### config.mk
export PLATFORM = sky130hd
export DESIGN_NAME = pfa_word_pick
export DESIGN_NICKNAME = d
export VERILOG_FILES = /design/src/rtl/pfa_pkg.sv /design/src/rtl/pfa_word_pick.sv
export SDC_FILE = /design/constraint.sdc
export NUM_CORES = 1
export LEC_CHECK = 0
export BUFFER_PORTS_ARGS = -buffer_cell sky130_fd_sc_hd__buf_2
export CORE_ASPECT_RATIO = 0.9
export CORE_MARGIN = 2
export CORE_UTILIZATION = 50
export DETAILED_ROUTE_END_ITERATION = 8
export PLACE_DENSITY = 0.87
export SLEW_MARGIN = 10
export SYNTH_ARGS = -nofsm -noshare
export SYNTH_HDL_FRONTEND = slang
export SYNTH_SLANG_ARGS = --single-unit
### constraint.sdc
create_clock -name vclk -period 8.23
set_input_delay 2.0575 -clock vclk [all_inputs]
set_output_delay 2.0575 -clock vclk [all_outputs]
set_load 0.05 [all_outputs]
### src/rtl/pfa_pkg.sv
`default_nettype none
// ----------------------------------------------------------------------------
// pfa_pkg
// Shared types and codes for the page-frame bitmap allocator.
// ----------------------------------------------------------------------------
package pfa_pkg;

    // Map geometry
    localparam int DEF_MAX_FRAMES = 32768;
    localparam int FRAME_SHIFT    = 12;

    // Register reset values
    localparam logic [31:0] POOL_BASE_RST   = 32'h0100_0000;
    localparam logic [15:0] POOL_FRAMES_RST = 16'd0;

    // Configuration register indexes
    localparam logic REG_POOL_BASE   = 1'b0;
    localparam logic REG_POOL_FRAMES = 1'b1;

    // Request kinds
    localparam logic KIND_ALLOC = 1'b0;
    localparam logic KIND_FREE  = 1'b1;

    // Result status codes
    localparam logic [1:0] ST_ALLOCATED = 2'd0;
    localparam logic [1:0] ST_NOMEM     = 2'd1;
    localparam logic [1:0] ST_FREED     = 2'd2;
    localparam logic [1:0] ST_IGNORED   = 2'd3;

    // Outcome of searching one map word for a free frame
    typedef struct packed {
        logic        hit;
        logic [4:0]  bit_idx;
        logic [31:0] new_word;
    } pick_t;

endpackage : pfa_pkg
`default_nettype wire

### src/rtl/pfa_word_pick.sv
`default_nettype none
// ----------------------------------------------------------------------------
// pfa_word_pick
// Find the lowest free frame among the valid bits of one map word.
// ----------------------------------------------------------------------------
module pfa_word_pick (
    input  wire logic [31:0]    word,
    input  wire logic [5:0]     valid_cnt,
    output pfa_pkg::pick_t      pick
);
    import pfa_pkg::*;

    logic [31:0] mask;
    logic [31:0] free_bits;
    logic [31:0] lowest;
    logic [4:0]  idx;

    always_comb begin
        // valid_cnt ranges 1..32; bits at or above it lie outside the pool
        if (valid_cnt[5]) begin
            mask = '1;
        end else begin
            mask = (32'h1 << valid_cnt[4:0]) - 32'h1;
        end
        free_bits = ~word & mask;
        // isolate the lowest set bit
        lowest = free_bits & (~free_bits + 32'h1);
        for (int b = 0; b < 5; b++) begin
            idx[b] = 1'b0;
            for (int j = 0; j < 32; j++) begin
                if (((j >> b) & 1) == 1) begin
                    idx[b] = idx[b] | lowest[j];
                end
            end
        end
        pick.hit      = |free_bits;
        pick.bit_idx  = idx;
        pick.new_word = word | lowest;
    end

endmodule : pfa_word_pick
`default_nettype wire

Yosys cells after proc, flatten, opt, wreduce, memory -nomap -nowiden --
Cells that the tools add are included.
Cells by class: reductions and logical operators 1, shifts and indexed selects 1, bitwise logic cells 80, add/subtract/negate cells 2, mux-type cells 1
Operators with widths (count):
- $or A1 B1 Y1 | 75
- $and A32 B32 Y32 | 2
- $not A32 Y32 | 2
- $add A32 B1 Y32 const B | 1
- $mux W32 | 1
- $or A32 B32 Y32 | 1
- $reduce_or A32 Y1 | 1
- $shl A1 B5 Y32 const A | 1
- $sub A32 B1 Y32 const B | 1
Word-level totals: output and inout port bits 38, flip-flop bits (word level) 0, logic and storage cells 85

Logic depth before layout (Yosys ltp) --
depth in word-level cells 22, gate-level depth with buffers 15, depth with buffers taken out 11

Worst setup path before layout --
OpenSTA, ideal clock, no wires.
kind input port to output port, from input port valid_cnt[2], to output port pick[34] (netlist name), data required time 6173 ps, cell stages on the path 13, arrival time 5428 ps, buffers on the path 3, slack 744 ps, path through buf_2 -> nor3_2 -> nand2_1 -> ha_1 -> buf_2 -> a21oi_1 -> o41ai_1 -> o21ba_1 -> or4_4 -> nor4_4 -> buf_2 -> nand2_1 -> o2111ai_1
RTL lines:
- from (decl) | line pfa_word_pick.sv:8 | input wire logic [5:0] valid_cnt,
- to (decl) | line pfa_word_pick.sv:9 | output pfa_pkg::pick_t pick

==> flow_summary.html <==
<table>
<tr><th>Metric</th><th>Value</th></tr>
<tr><th colspan="2">Synth</th></tr>
<tr><td>Summed instance area of the synthesized netlist</td><td>0.001615 sq mm</td></tr>
<tr><td>Fraction of synthesized cell area taken by the top area cell type</td><td>0.06816</td></tr>
<tr><td>Leading post-synthesis cells by cell area</td><td>a21oi_1 6.8%, nand2_1 6.3%, nor2_1 5.8%, nand2b_1 5.4%, o21bai_1 4.6%</td></tr>
<tr><td>Cell accounting for the most synthesized area</td><td>a21oi_1</td></tr>
<tr><td>Synth Instances</td><td>264</td></tr>
<tr><td>Net Count, Synth</td><td>303</td></tr>
<tr><td>Sequential-to-total area share from yosys stat</td><td>0</td></tr>
<tr><td>Syn Area/Cell</td><td>6.119 sq um</td></tr>
<tr><td>Count of synthesis-stage warnings from yosys</td><td>0</td></tr>
<tr><td>Netlist cell types</td><td>60</td></tr>
<tr><th colspan="2">Detailed routing</th></tr>
<tr><td>Overall via count from detail_route</td><td>2488</td></tr>
<tr><td>Detailed-route vias per instance</td><td>6.724</td></tr>
<tr><td>Final routed DRC violation total</td><td>0</td></tr>
<tr><td>Final wirelength</td><td>5760 um</td></tr>
<tr><td>Wire length per cell</td><td>15.57 um</td></tr>
<tr><td>Antenna violation net count after detailed routing</td><td>0</td></tr>
<tr><td>Number of optimization iterations in the first detailed-route pass</td><td>5</td></tr>
<tr><td>Number of design-rule violations left by the first detailed-router iteration</td><td>235</td></tr>
<tr><th colspan="2">Timing</th></tr>
<tr><td>Worst slew pin tran</td><td>0.5724 ns</td></tr>
<tr><td>Peak clock frequency supported by timing</td><td>127.9 MHz</td></tr>
<tr><td>Slew Limit Headroom</td><td>0.6136</td></tr>
<tr><td>Unrepaired setup endpoints after global routing</td><td>false</td></tr>
<tr><td>Hold violation total from the final report</td><td>0</td></tr>
<tr><td>Final Cycle Share</td><td>0.9499</td></tr>
<tr><td>Max Transition Viols Final</td><td>0</td></tr>
<tr><td>Total setup violations reported at the end of the flow</td><td>0</td></tr>
<tr><td>Final setup TNS</td><td>0 ns</td></tr>
<tr><td>Time the worst path needs with I/O delays and setup</td><td>7.818 ns</td></tr>
<tr><th colspan="2">Min path</th></tr>
<tr><td>Min-Delay Path Class</td><td>input pin to primary output</td></tr>
<tr><td>Count of cells along the worst hold path</td><td>4</td></tr>
<tr><td>End point of the worst hold path</td><td>pick[11]</td></tr>
<tr><td>Startpoint of the most critical hold path</td><td>word[11]</td></tr>
<tr><th colspan="2">Final layout</th></tr>
<tr><td>Layout overhead on the synthesized area</td><td>23.78%</td></tr>
<tr><td>Reg area</td><td>0 sq um</td></tr>
<tr><td>Share of final-layout standard cells stronger than drive strength 1</td><td>0.3201</td></tr>
<tr><td>ANT cells</td><td>0</td></tr>
<tr><td>Layout net count</td><td>369</td></tr>
<tr><td>Commonest cells after routing, fill and taps aside</td><td>76 x buf_2, 27 x nand2_1, 25 x nor2_1</td></tr>
<tr><td>Number of flip-flops and latches</td><td>0</td></tr>
<tr><td>Total of fill cells in the finished design</td><td>310</td></tr>
<tr><td>Clock buffer count in the final layout</td><td>0</td></tr>
<tr><td>Area of the multi-input gates</td><td>0.001506 sq mm</td></tr>
<tr><td>Most common library cell in the layout ignoring fill and taps</td><td>buf_2</td></tr>
<tr><th colspan="2">Die</th></tr>
<tr><td>Floorplan core area</td><td>0.003067 sq mm</td></tr>
<tr><td>Horizontal extent of the die</td><td>63.91 um</td></tr>
<tr><td>Number of placement rows</td><td>19</td></tr>
<tr><td>Number of placed I/O pins</td><td>76</td></tr>
<tr><td>Initial core utilization</td><td>0.5267</td></tr>
<tr><td>Die outline area</td><td>0.003702 sq mm</td></tr>
<tr><td>Die Height</td><td>57.92 um</td></tr>
<tr><th colspan="2">Global route</th></tr>
<tr><td>First-pass GRT wire length</td><td>9294 um</td></tr>
<tr><td>Remaining global-route overflow</td><td>0</td></tr>
<tr><td>Via count of the first global-routing pass</td><td>2098</td></tr>
<tr><td>Maximum number of pins on one net before global-route repair</td><td>26</td></tr>
<tr><td>Number of antenna violations at the first check in global routing</td><td>0</td></tr>
<tr><td>Tot GR Track Use</td><td>0.3022</td></tr>
<tr><th colspan="2">Place</th></tr>
<tr><td>Count of input and output buffers</td><td>76</td></tr>
<tr><td>Final weighted congestion in routability-driven placement</td><td>0.9388</td></tr>
<tr><td>Post-DP HPWL</td><td>4567 um</td></tr>
<tr><th colspan="2">Power and ir drop</th></tr>
<tr><td>Ratio of total power to cell area</td><td>63.96 mW/mm^2</td></tr>
<tr><td>Static Leakage</td><td>0.8767 nW</td></tr>
<tr><td>Maximum ir drop on the vdd rail</td><td>32.68 uV</td></tr>
<tr><td>Post-layout power</td><td>0.0001279 W</td></tr>
<tr><th colspan="2">Worst setup path</th></tr>
<tr><td>Critical-path cell list</td><td>buf_2 -&gt; nor3_2 -&gt; nand2_1 -&gt; ha_2 -&gt; a41o_1 -&gt; a31o_1 -&gt; a211oi_1 -&gt; nand3_2 -&gt; nor4_2 -&gt; or4b_1 -&gt; nand3_1 -&gt; or4_1 -&gt; buf_2</td></tr>
<tr><td>CP Data Arrival Time</td><td>5.76 ns</td></tr>
<tr><td>Gate family responsible for the most delay along the worst path</td><td>simple AND/OR/NAND/NOR gates</td></tr>
<tr><td>CP max FO</td><td>25</td></tr>
<tr><td>Critical Path Source Type</td><td>input pin</td></tr>
<tr><td>Maximum single-stage delay on the critical path</td><td>0.48 ns</td></tr>
<tr><td>Critical path buffers and inverters</td><td>2</td></tr>
<tr><td>Most repeated library cell on the critical path</td><td>buf_2</td></tr>
<tr><td>Type of the worst setup path</td><td>input pin to primary output</td></tr>
<tr><td>Required time reported for the critical path endpoint</td><td>6.17 ns</td></tr>
<tr><td>Worst setup path start</td><td>valid_cnt[4]</td></tr>
<tr><td>Worst-path cell with the longest stage delay</td><td>or4b_1</td></tr>
<tr><td>Kind of end point of the critical path</td><td>primary output</td></tr>
<tr><th colspan="2">Run</th></tr>
<tr><td>Reported max-cap violation count</td><td>0</td></tr>
<tr><th colspan="2">Clock network</th></tr>
<tr><td># hold bufs at CTS</td><td>0</td></tr>
<tr><td># Post-CTS Setup Buffers</td><td>0</td></tr>
<tr><th colspan="2">Outcome</th></tr>
<tr><td>Result of the run</td><td>finished, final reports clean</td></tr>
</table>
metrics by stage:
step	util	cells	hold slack (ns)	instance area, sq um	setup slack (ns)
final	0.6520	370	4.518	1999	0.4121
after global routing	0.6520	370	4.544	1999	0.1937
after CTS	0.6512	370	4.520	1997	0.3168
after detailed placement	0.6512	370	4.520	1997	0.3118
after global placement	0.6512	370	4.515	1997	0.4654
after floorplan	-	264	4.361	1615	0.7443
where the power goes:
part	internal (W)	total [W]	switching, W	leakage (nW)
sequential	0	0	0	0
clock	0	0	0	0
combinational	0.0000378	0.000128	0.0000900	0.877
total	0.0000378	0.000128	0.0000900	0.877
metal layers:
layer,routed length (um),global-route usage,vias up
li1,-,-,1158
met1,2386,0.4257,1134
met2,2658,0.5015,177
met3,606,0.02330,19
met4,108,0.07453,0
met5,0,0,-
final cells by class:
type / count / share of cell area
tap: 42 / 0.02628
multi-input combinational: 239 / 0.7534
inverter: 10 / 0.01877
timing repair buffer: 79 / 0.2015
worst max path at each step:
stage	end	slack (ns)	cells after the start
floorplan	pick[34]	0.74	13
global placement	pick[33]	0.47	13
detailed placement	pick[37]	0.31	12
CTS	pick[37]	0.32	12
global route	pick[36]	0.19	13
finish	pick[32]	0.41	13
cell families (layout without fill, tap and decap cells):
kind of cell             count (synthesis)  after routing  share of synthesized area
AO/OA/AOI/OAI                          100            100                     0.4315
adder cells (fa/ha/maj)                  1              1                   0.007745
buffers and inverters                   25             89                    0.06893
AND/OR/NAND/NOR                        137            137                     0.4865
XOR/XNOR                                 1              1                   0.005423
tightest hold or removal path: cells and delay by family:
kind / cells / cell delay [ns]
compound gates: 1 / 0.05
buf+inv: 3 / 0.35
cell usage after synthesis (3+ instances only):
master and number:
or3_1 3, a21oi_1 22, or4b_1 3, nand4_1 8
nor3_1 10, clkbuf_1 4, buf_2 8, or4_1 3
a31o_2 7, a31oi_1 7, nand3_1 12, or2_2 5
o21bai_1 10, and2_1 4, a41o_1 3, o211ai_1 4
inv_1 9, nand2_1 27, and3_1 3, o31ai_1 4
a211oi_1 4, a21o_1 3, nand2b_1 14, nor2b_1 3
nor2_1 25, o21a_1 3, o21ai_0 14
timing repair:
| item | in CTS | in global routing |
|---|---|---|
| resized for setup | 0 | 1 |
| endpoints found under the hold margin | 0 | 0 |
| setup endpoints to repair | 0 | 1 |
Note: power is estimated with default switching activity, not from simulation.
